--- src/rtl/madr_pkg.sv ---
// shared constants and types for the moving average deadband reporter
`default_nettype none

package madr_pkg;

  localparam int SAMPLE_W = 16;
  localparam int MEAN_W   = 16;
  localparam int THRESH_W = 16;

  localparam logic [THRESH_W-1:0] THRESH_RESET = 16'd16;

  // result queue sizing, also bounds the number of samples in flight
  localparam int OUT_DEPTH = 8;
  localparam int OUT_PTR_W = 3;
  localparam int OUT_CNT_W = 4;

  // outcome of one candidate sample leaving the compare stage
  typedef struct packed {
    logic push;
    logic drop;
  } madr_evt_t;

endpackage

`default_nettype wire

--- src/rtl/madr_window.sv ---
// ring of window samples, fill control and running sum
`default_nettype none

module madr_window #(
  parameter int WINDOW = 25
) (
  input  wire logic                                         clk,
  input  wire logic                                         rst_n,
  input  wire logic                                         acc_i,
  input  wire logic [madr_pkg::SAMPLE_W-1:0]                sample_i,
  output logic                                              sum_vld_o,
  output logic [madr_pkg::SAMPLE_W+$clog2(WINDOW)-1:0]      sum_o,
  output logic                                              fill_drop_o
);

  localparam int SLOT_W = $clog2(WINDOW);
  localparam int FILL_W = $clog2(WINDOW + 1);
  localparam int SUM_W  = madr_pkg::SAMPLE_W + $clog2(WINDOW);
  localparam logic [SLOT_W-1:0] LAST_SLOT = SLOT_W'(WINDOW - 1);
  localparam logic [FILL_W-1:0] FULL_CNT  = FILL_W'(WINDOW);

  logic [madr_pkg::SAMPLE_W-1:0] ring [WINDOW];

  logic [SLOT_W-1:0]             slot_r;
  logic [FILL_W-1:0]             fill_r;
  logic                          s1_vld_r;
  logic                          full_r;
  logic [madr_pkg::SAMPLE_W-1:0] old_r;
  logic [madr_pkg::SAMPLE_W-1:0] new_r;
  logic [SUM_W-1:0]              sum_r;
  logic [SUM_W-1:0]              sum_nxt;
  logic                          s2_vld_r;

  // old entry is read before the new sample overwrites it
  always_ff @(posedge clk) begin
    if (acc_i) begin
      ring[slot_r] <= sample_i;
      old_r        <= ring[slot_r];
      new_r        <= sample_i;
      full_r       <= (fill_r == FULL_CNT);
    end
  end

  always_comb begin
    sum_nxt = sum_r + SUM_W'(new_r) - (full_r ? SUM_W'(old_r) : '0);
  end

  always_ff @(posedge clk) begin
    if (!rst_n) begin
      slot_r   <= '0;
      fill_r   <= '0;
      s1_vld_r <= 1'b0;
      s2_vld_r <= 1'b0;
      sum_r    <= '0;
    end else begin
      s1_vld_r <= acc_i;
      s2_vld_r <= s1_vld_r && full_r;
      if (acc_i) begin
        slot_r <= (slot_r == LAST_SLOT) ? '0 : slot_r + 1'b1;
        if (fill_r != FULL_CNT) begin
          fill_r <= fill_r + 1'b1;
        end
      end
      if (s1_vld_r) begin
        sum_r <= sum_nxt;
      end
    end
  end

  assign sum_vld_o   = s2_vld_r;
  assign sum_o       = sum_r;
  assign fill_drop_o = s1_vld_r && !full_r;

endmodule

`default_nettype wire

--- src/rtl/madr_mean.sv ---
// reciprocal divide of the running sum and deadband compare
`default_nettype none

module madr_mean #(
  parameter int WINDOW = 25
) (
  input  wire logic                                     clk,
  input  wire logic                                     rst_n,
  input  wire logic                                     sum_vld_i,
  input  wire logic [madr_pkg::SAMPLE_W+$clog2(WINDOW)-1:0] sum_i,
  input  wire logic [madr_pkg::THRESH_W-1:0]            thresh_i,
  output madr_pkg::madr_evt_t                           evt_o,
  output logic [madr_pkg::MEAN_W-1:0]                   mean_o
);

  localparam int SUM_W  = madr_pkg::SAMPLE_W + $clog2(WINDOW);
  localparam int SHIFT  = SUM_W + $clog2(WINDOW);
  localparam int MULT_W = SUM_W + 1;
  localparam int PROD_W = SUM_W + MULT_W;
  // ceil(2^SHIFT / WINDOW) gives an exact floor quotient for any sum below 2^SUM_W
  localparam longint unsigned MULT_L =
    ((64'd1 << SHIFT) + 64'(WINDOW) - 64'd1) / 64'(WINDOW);
  localparam logic [MULT_W-1:0] MULT = MULT_W'(MULT_L);

  logic [PROD_W-1:0]             prod_r;
  logic                          s3_vld_r;
  logic [madr_pkg::MEAN_W-1:0]   last_r;
  logic [madr_pkg::MEAN_W-1:0]   mean;
  logic [madr_pkg::MEAN_W-1:0]   diff;
  logic                          report;

  always_ff @(posedge clk) begin
    prod_r <= PROD_W'(sum_i) * PROD_W'(MULT);
  end

  always_comb begin
    mean   = prod_r[SHIFT +: madr_pkg::MEAN_W];
    diff   = (mean >= last_r) ? mean - last_r : last_r - mean;
    report = s3_vld_r && (diff >= thresh_i);
  end

  always_ff @(posedge clk) begin
    if (!rst_n) begin
      s3_vld_r <= 1'b0;
      last_r   <= '0;
    end else begin
      s3_vld_r <= sum_vld_i;
      if (report) begin
        last_r <= mean;
      end
    end
  end

  assign evt_o.push = report;
  assign evt_o.drop = s3_vld_r && !report;
  assign mean_o     = mean;

endmodule

`default_nettype wire

--- src/rtl/madr_out_fifo.sv ---
// small result queue that drives the output channel
`default_nettype none

module madr_out_fifo (
  input  wire logic                          clk,
  input  wire logic                          rst_n,
  input  wire logic                          push_i,
  input  wire logic [madr_pkg::MEAN_W-1:0]   data_i,
  output logic                               out_tvalid,
  input  wire logic                          out_tready,
  output logic [madr_pkg::MEAN_W-1:0]        out_tdata,
  output logic                               pop_o
);

  logic [madr_pkg::MEAN_W-1:0]  queue [madr_pkg::OUT_DEPTH];
  logic [madr_pkg::OUT_PTR_W-1:0] wptr_r;
  logic [madr_pkg::OUT_PTR_W-1:0] rptr_r;
  logic [madr_pkg::OUT_CNT_W-1:0] cnt_r;
  logic                           pop;

  assign pop = out_tvalid && out_tready;

  always_ff @(posedge clk) begin
    if (push_i) begin
      queue[wptr_r] <= data_i;
    end
  end

  always_ff @(posedge clk) begin
    if (!rst_n) begin
      wptr_r <= '0;
      rptr_r <= '0;
      cnt_r  <= '0;
    end else begin
      if (push_i) begin
        wptr_r <= wptr_r + 1'b1;
      end
      if (pop) begin
        rptr_r <= rptr_r + 1'b1;
      end
      cnt_r <= cnt_r + madr_pkg::OUT_CNT_W'(push_i) - madr_pkg::OUT_CNT_W'(pop);
    end
  end

  assign out_tvalid = (cnt_r != '0);
  assign out_tdata  = queue[rptr_r];
  assign pop_o      = pop;

endmodule

`default_nettype wire

--- src/rtl/moving_average_deadband_reporter.sv ---
// a reporting sample passes ring read, sum, product and queue registers
// one sample per cycle while ready, set by the single-port ring read and write
// in_tready drops only while 8 samples are in flight or queued as results
// reset (rst_n low, synchronous) empties the window and queue, clears the sum
// and last reported mean, and loads a threshold of 16; ring contents are kept
`default_nettype none

module moving_average_deadband_reporter #(
  parameter int WINDOW = 25
) (
  input  wire logic        clk,
  input  wire logic        rst_n,
  input  wire logic        in_tvalid,
  output logic             in_tready,
  input  wire logic [15:0] in_tdata,   // [15:0] sample_value
  input  wire logic [0:0]  in_tuser,   // [0] sample_valid
  output logic             out_tvalid,
  input  wire logic        out_tready,
  output logic [15:0]      out_tdata,  // [15:0] reported_mean
  input  wire logic        cfg_wr_en,
  input  wire logic [15:0] cfg_wr_data // report_threshold
);

  localparam int SUM_W = madr_pkg::SAMPLE_W + $clog2(WINDOW);
  localparam int CNT_W = madr_pkg::OUT_CNT_W;

  logic [madr_pkg::THRESH_W-1:0] thresh_r;
  logic [CNT_W-1:0]              credit_r;
  logic [CNT_W-1:0]              credit_nxt;
  logic                          acc;
  logic                          sum_vld;
  logic [SUM_W-1:0]              sum;
  logic                          fill_drop;
  madr_pkg::madr_evt_t           evt;
  logic [madr_pkg::MEAN_W-1:0]   mean;
  logic                          pop;

  assign in_tready = (credit_r < CNT_W'(madr_pkg::OUT_DEPTH));
  // samples flagged invalid change nothing
  assign acc = in_tvalid && in_tready && in_tuser[0];

  always_comb begin
    credit_nxt = credit_r + CNT_W'(acc) - CNT_W'(fill_drop) - CNT_W'(evt.drop)
                 - CNT_W'(pop);
  end

  always_ff @(posedge clk) begin
    if (!rst_n) begin
      thresh_r <= madr_pkg::THRESH_RESET;
      credit_r <= '0;
    end else begin
      if (cfg_wr_en) begin
        thresh_r <= cfg_wr_data;
      end
      credit_r <= credit_nxt;
    end
  end

  madr_window #(
    .WINDOW (WINDOW)
  ) u_window (
    .clk         (clk),
    .rst_n       (rst_n),
    .acc_i       (acc),
    .sample_i    (in_tdata),
    .sum_vld_o   (sum_vld),
    .sum_o       (sum),
    .fill_drop_o (fill_drop)
  );

  madr_mean #(
    .WINDOW (WINDOW)
  ) u_mean (
    .clk       (clk),
    .rst_n     (rst_n),
    .sum_vld_i (sum_vld),
    .sum_i     (sum),
    .thresh_i  (thresh_r),
    .evt_o     (evt),
    .mean_o    (mean)
  );

  madr_out_fifo u_out_fifo (
    .clk        (clk),
    .rst_n      (rst_n),
    .push_i     (evt.push),
    .data_i     (mean),
    .out_tvalid (out_tvalid),
    .out_tready (out_tready),
    .out_tdata  (out_tdata),
    .pop_o      (pop)
  );

endmodule

`default_nettype wire

--- config.mk ---
export PLATFORM = sky130hd
export DESIGN_NAME = moving_average_deadband_reporter
export DESIGN_NICKNAME = d
export VERILOG_FILES = /design/src/rtl/madr_pkg.sv /design/src/rtl/madr_window.sv /design/src/rtl/madr_mean.sv /design/src/rtl/madr_out_fifo.sv /design/src/rtl/moving_average_deadband_reporter.sv
export SDC_FILE = /design/constraint.sdc
export NUM_CORES = 1
export LEC_CHECK = 0
export BUFFER_PORTS_ARGS = -buffer_cell sky130_fd_sc_hd__buf_2
export CAP_MARGIN = 0
export CORE_ASPECT_RATIO = 2
export CORE_MARGIN = 3
export CORE_UTILIZATION = 69
export DETAILED_ROUTE_END_ITERATION = 10
export PLACE_DENSITY = 0.86
export SLEW_MARGIN = 40
export SYNTH_ARGS = -nofsm -noshare
export SYNTH_HDL_FRONTEND = slang
export SYNTH_SLANG_ARGS = --single-unit
--- constraint.sdc ---
create_clock -name clk -period 11.58 [get_ports clk]
set_input_delay 1.737 -clock clk [delete_from_list [all_inputs] [get_ports clk]]
set_output_delay 1.737 -clock clk [all_outputs]
set_load 0.01 [all_outputs]
## Word-level counts from Yosys, hierarchy flattened

Memory sizes are Yosys's and may differ from the RTL's. A register that Yosys moved wholly into a read port is not among the register bits.
Index checks and enable logic that the tools add are counted.

| storage, ports and cells | value |
|---|---|
| bits of input ports | 38 |
| logic and storage cells | 58 |
| bits in registers | 139 |
| memories kept | 2 |
| RAM bits | 528 |

| cells by class | value |
|---|---|
| mux-type cells | 9 |
| equality and inequality tests | 3 |
| $lt $le $gt $ge | 3 |
| reductions and logical operators | 11 |
| multiply operators | 1 |
| add/subtract/negate cells | 14 |

Memory list:

| name | depth | width | read ports | clocked after Yosys merged registers in | write ports | RTL line | source |
|---|---|---|---|---|---|---|---|
| u_window.ring | 25 | 16 | 1 | 1 | 1 | madr_window.sv:22 | `logic [madr_pkg::SAMPLE_W-1:0] ring [WINDOW];` |
| u_out_fifo.queue | 8 | 16 | 1 | 1 | 1 | madr_out_fifo.sv:15 | `logic [madr_pkg::MEAN_W-1:0] queue [madr_pkg::OUT_DEPTH];` |

Operators by type and width:

| kind | number |
|---|---|
| multiplier 21 x 22 -> 42 bit, second input constant | 1 |
| >= comparator 16 bit | 2 |
| two-way mux 16 bit | 2 |
| subtractor 16 bit | 2 |
| adder 21 x 16 -> 21 bit | 1 |
| subtractor 21 bit | 1 |
| subtractor 4 x 1 -> 4 bit | 4 |
| adder 5 x 1 -> 5 bit, second input constant | 2 |
| equality test 5 bit, second input constant | 2 |
| adder 4 x 1 -> 4 bit | 2 |
| logical AND 1 bit | 7 |
| adder 3 x 1 -> 3 bit, second input constant | 2 |
| two-way mux 3 bit | 2 |
| two-way mux 5 bit | 1 |
| inequality test 5 bit, second input constant | 1 |
| less-than comparator 4 bit, second input constant | 1 |
| two-way mux 1 bit | 4 |
| nonzero test 4 bit | 1 |
| logical NOT 1 bit | 2 |
| AND reduction 2 bit | 1 |

## Longest topological paths before layout

| depth | value |
|---|---|
| depth after elaboration | 8 |
| depth in mapped cells | 27 |
| mapped depth without buffers | 27 |

## Modules after synthesis

Synthesis repeated with hierarchy kept, for this count alone.

| second synthesis, totals | value |
|---|---|
| cell total of the unflattened synthesis | 2595 |
| area total of the unflattened synthesis | 36388.6 um^2 |

Modules (own cells, without submodules):

| module | area an instance (um^2) | times used | sequential area each (um^2) | cells an instance |
|---|---|---|---|---|
| madr_window | 19286.0 | 1 | 13663.1 | 1104 |
| madr_mean | 10655.2 | 1 | 660.6 | 1160 |
| madr_out_fifo | 5580.4 | 1 | 4103.9 | 258 |
| moving_average_deadband_reporter | 867.1 | 1 | 400.4 | 73 |

## Worst setup path before layout

No wires, ideal clock.

| timing path | value |
|---|---|
| path kind | register -> register |
| start point | reg u_window.sum_r[4] (netlist: u_window.sum_o[4]) |
| end point | reg u_mean.prod_r[34] |
| cell stages (with the launch flop) | 21 |
| clock period less this slack | 5857 ps |
| arrival time | 5733 ps |
| setup time | 124 ps |
| path slack | 5723 ps |
| data required time | 11456 ps |
| buffers on the path | 0 |
| cells stage by stage | dfxtp_1 > fa_1 > inv_1 > fa_1 > inv_1 > fa_1 > fa_1 > inv_1 > fa_1 > inv_1 > fa_1 > fa_1 > ha_1 > a211oi_1 > o21ai_0 > o2111ai_1 > nand3_2 > a21bo_4 > a2111oi_2 > nor3_2 > xor2_1 |

| on the way | value |
|---|---|
| longest elaborated chain between the ends | 1 |

RTL lines:

| element | RTL line | source |
|---|---|---|
| start, declared | madr_window.sv:30 | `logic [SUM_W-1:0] sum_r;` |
| start signal, assigned | madr_window.sv:65 | `sum_r <= sum_nxt;` |
| multiplier 21 x 22 -> 42 bit | madr_mean.sv:33 | `prod_r <= PROD_W'(sum_i) * PROD_W'(MULT);` |
| end signal, assigned | madr_mean.sv:33 |  |
| end, declared | madr_mean.sv:25 | `logic [PROD_W-1:0] prod_r;` |

Every way passes these cells.
A chain may end at the register's enable or synchronous reset.

## Worst setup path in the final report

| timing path | value |
|---|---|
| start point | reg u_window.sum_r[13] (netlist: u_window.sum_o[13]) |
| end point | reg u_mean.prod_r[38] |

Same word-level chain as after synthesis.

==> impl_results.md <==
- Status: completed
- Mapped cell area: 35900 um2
- Yosys top cell area share: a little under half
- Setup CP Type: flip-flop to flip-flop
- Total leakage power: 15.5 nW
- Ys Warns: 0
- Slowest cell delay on critical path: approximately 0.60 ns
- Root Buffer: clkbuf_16
- Sequential power share: 38.2%
- Psw: about 2.6 mW
- Final wirelength: about 90 mm
- Post-synth top area cell: edfxtp_1
- Crit share post-route: 54.8%
- Layout cells sized above 1: 15.2%
- CTS tree: built
- RSZ-0062 raised after global routing: no
- Cts repair resizes: 0
- Hold path start: u_window.sum_vld_o
- CP most frequent cell: fa_1
- DP HPWL: around 64 mm
- Starting DRC count in detailed routing: between 2000 and 2500
- WL/cell: ~28 um
- Internal cell power: between 4 and 5 mW
- Critical path peak fanout: 8
- Area contributors post-synth: edfxtp_1 (47%), ha_1 (10%), fa_1 (9.8%)
- Iteration count of the initial detailed-routing pass: 5
- Worst path slowest cell: dfxtp_1
- H-Tree Depth: 2
- Power density cells: about 190 nW/um2
- Busiest grt layer: met2
- Worst Hold Path EP: u_mean.s3_vld_r
- PortBufs: between 50 and 60
- CTS Hold Bufs: 0
- CP Launch Type: flip-flop
- CP Capture Type: flip-flop
- Met1 Use GR: 33.5%
- Post-route clock skew: 0.0686 ns
- Async set or reset register ratio after synthesis: 0%
- Req. time, crit path: around 12 ns
- Antenna-violating nets left: 0
- Vias in the first global route: between 20000 and 25000
- Clock buffer count from CTS: 52
- Die W: approximately 170 um
- Slew margin rel.: approximately two fifths
- Area delta synth->final: 8.64%
- Placer Congestion: 0.989
- Final nets: 3071
- Min Clock Period, post-route: 6.35 ns
- Critical path cell sequence: inv_1, ha_1, inv_1, fa_1, fa_1, inv_1, fa_1, inv_1, fa_1, fa_1, ha_1, ha_1, a21o_1, a21o_1, a21oi_1, o22ai_1, a211oi_1, o21ai_0, xor2_1
- Maximum VDD drop: just over 0.2 mV
- IO Pins: 56
- Largest net degree at the start of global routing: approximately 110
- Clock insertion delay at the later pin of the skew report: around 0.66 ns
- Sw Share: 35.0%
- GR Util met3: 3.72%
- Layout Cells excl Fill: between 3000 and 4000
- Rows: 117
- Die Y: about 330 um
- First-pass GRT wire length: ~140 mm
- Fin Setup TNS: 0 ns
- Clock Path Buffers: 3
- FMAX: roughly 0.16 GHz
- Reg2reg start: u_window.sum_o[13]
- Reg-to-reg endpoint: u_mean.prod_r[38]
- Mapped Cells: approximately 2500
- Most frequent cells after synthesis: edfxtp_1 (561), inv_1 (399), ha_1 (287)
- Synth unique cells: 75
- Arr. time, crit path: 6.84 ns
- Top_reg_cell synth: edfxtp_1
- EDFF count, synth: roughly 560
- Die ar.: 54900 um2
- Sequential element share of the synthesized area: approximately 52%
- Syn_nets: 2998
- Via Count: 21112
- Total global-route track usage: about a third
- Worst r2r path cells: 19
- Clock slew at reported path FFs: approximately 0.08 ns
- # Max-Cap Violations: 0
- Finished Core Util: 76.1%
- Syn Area/Cell: ~14 um2
- Comb pwr share: between 30 and 40%
- Hold Path Class: flip-flop to flip-flop
- Core area: just over 50000 um2
- Met2 usage in global routing: 64.4%
- Setup Fix Bufs, Post-CTS: 0
- R2R Setup Slk: approximately 5.2 ns
- Worst Max-Slew Pin Slew: 0.891 ns
- Vias per cell: between 6 and 7
- Clock sink count: 660
- Final hold vios: 0
- DRC viols: 0
- Dpl cells: between 3000 and 4000
- GRT overflow: 0
- Filler cells: 2867
- Clock power frac: ~25%
- Starting density of the core: between 70% and 80%
- Pins Over Slew Limit: 0
- Setup violators final: 0
- Count leader, synth: edfxtp_1
- Hold depth: 1
- Initial antenna violation count: 2
- Synthesis-stage register bit count: 660
layout by cell type, fill, tap and decap left out, types with 38 or more instances in the layout:
cell,instances
nor2_1,50
buf_2,54
a21oi_1,66
mux4_2,130
and2_1,38
xnor2_1,41
dfxtp_1,94
nand2_1,81
nand3_1,46
fa_1,176
o21ai_0,48
inv_1,399
ha_1,287
edfxtp_1,561
mux2i_1,57
clkbuf_16,52
kinds of logic after synthesis:
| family | Yosys count | share of synthesized area [%] |
|---|---|---|
| DFF | 660 | 52.5 |
| buffers and inverters | 482 | 5.18 |
| adders and majority gates | 463 | 19.8 |
| and+or+nand+nor | 345 | 5.02 |
| AOI/OAI and AO/OA | 268 | 5.23 |
| muxes | 219 | 10.8 |
| xor gates and xnor gates | 60 | 1.47 |
how the worst max path moves through the flow:
| stage | start | end | slack, ns | depth (start not counted) |
|---|---|---|---|---|
| after floorplan | u_window.sum_o[4] | u_mean.prod_r[34] | 5.72 | 20 |
| after global placement | u_window.sum_o[4] | u_mean.prod_r[37] | 5.32 | 20 |
| after detailed placement | u_window.sum_o[4] | u_mean.prod_r[38] | 5.21 | 19 |
| after CTS | u_window.sum_o[8] | u_mean.prod_r[38] | 5.21 | 17 |
| after global routing | u_window.sum_o[5] | u_mean.prod_r[38] | 4.84 | 19 |
| final | u_window.sum_o[13] | u_mean.prod_r[38] | 5.23 | 19 |
power by group through the flow:
stage / Clock (mW) / Combinational [mW] / Sequential (mW)
global placement: 0 / 2.58 / 2.89
detailed placement: 0 / 2.70 / 2.89
global route: 1.94 / 3.04 / 2.86
CTS: 1.86 / 2.74 / 2.84
floorplan: 0 / 2.00 / 2.81
finish: 1.85 / 2.75 / 2.84
through the flow:
| step | setup slack [ns] | hold WS, ns | area, um2 | total power, mW |
|---|---|---|---|---|
| floorplan | 5.72 | 0.412 | 35900 | 4.81 |
| global placement | 5.32 | 0.420 | 37000 | 5.48 |
| detailed placement | 5.21 | 0.425 | 37200 | 5.60 |
| CTS | 5.21 | 0.443 | 39000 | 7.45 |
| global route | 4.84 | 0.468 | 39000 | 7.84 |
| finish | 5.23 | 0.441 | 39000 | 7.44 |
sequential cells by signal, indices dropped and copies added, names as in the netlist, named ones only:
signal,flops
u_out_fifo.rptr_r,3
u_window.fill_r,5
u_mean.s3_vld_r,1
u_out_fifo.wptr_r,3
u_window.sum_vld_o,1
thresh_r,16
u_window.slot_r,5
u_window.full_r,1
u_window.old_r,16
u_out_fifo.queue,128
u_window.sum_o,21
u_mean.prod_r,16
u_window.new_r,16
u_out_fifo.cnt_r,4
credit_r,4
u_window.ring,400
u_mean.last_r,16
u_window.s1_vld_r,1
routing by layer:
layer  routed length, um  part of all wire (%)  vias to the layer above
met5                   0                     0                        -
met1               27600                    30                    10498
li1                    -                     -                     9104
met2               51400                    56                     1109
met4                8000                   8.8                        0
met3                4360                   4.8                      401
cell type report:
| type | count | area [um2] | share of cell area [%] |
|---|---|---|---|
| Clock buffer | 62 | 1340 | 3.44 |
| Antenna cell | 2 | 5.00 | 0.0128 |
| Sequential cell | 660 | 18800 | 48.4 |
| Tap cell | 654 | 818 | 2.10 |
| Clock inverter | 33 | 400 | 1.03 |
| Multi-Input combinational cell | 1355 | 15400 | 39.4 |
| Timing Repair Buffer | 102 | 704 | 1.81 |
| Inverter | 399 | 1500 | 3.84 |
worst max-delay path, delay by kind of cell, from the launching register on:
| family | cells | cell delay [ns] |
|---|---|---|
| compound gates | 6 | 1.51 |
| xor+xnor | 1 | 0.18 |
| flops | 1 | 0.60 |
| fa+ha+maj | 8 | 3.42 |
| buf+inv | 4 | 0.50 |
No activity file was read; power rests on OpenSTA's default activity.
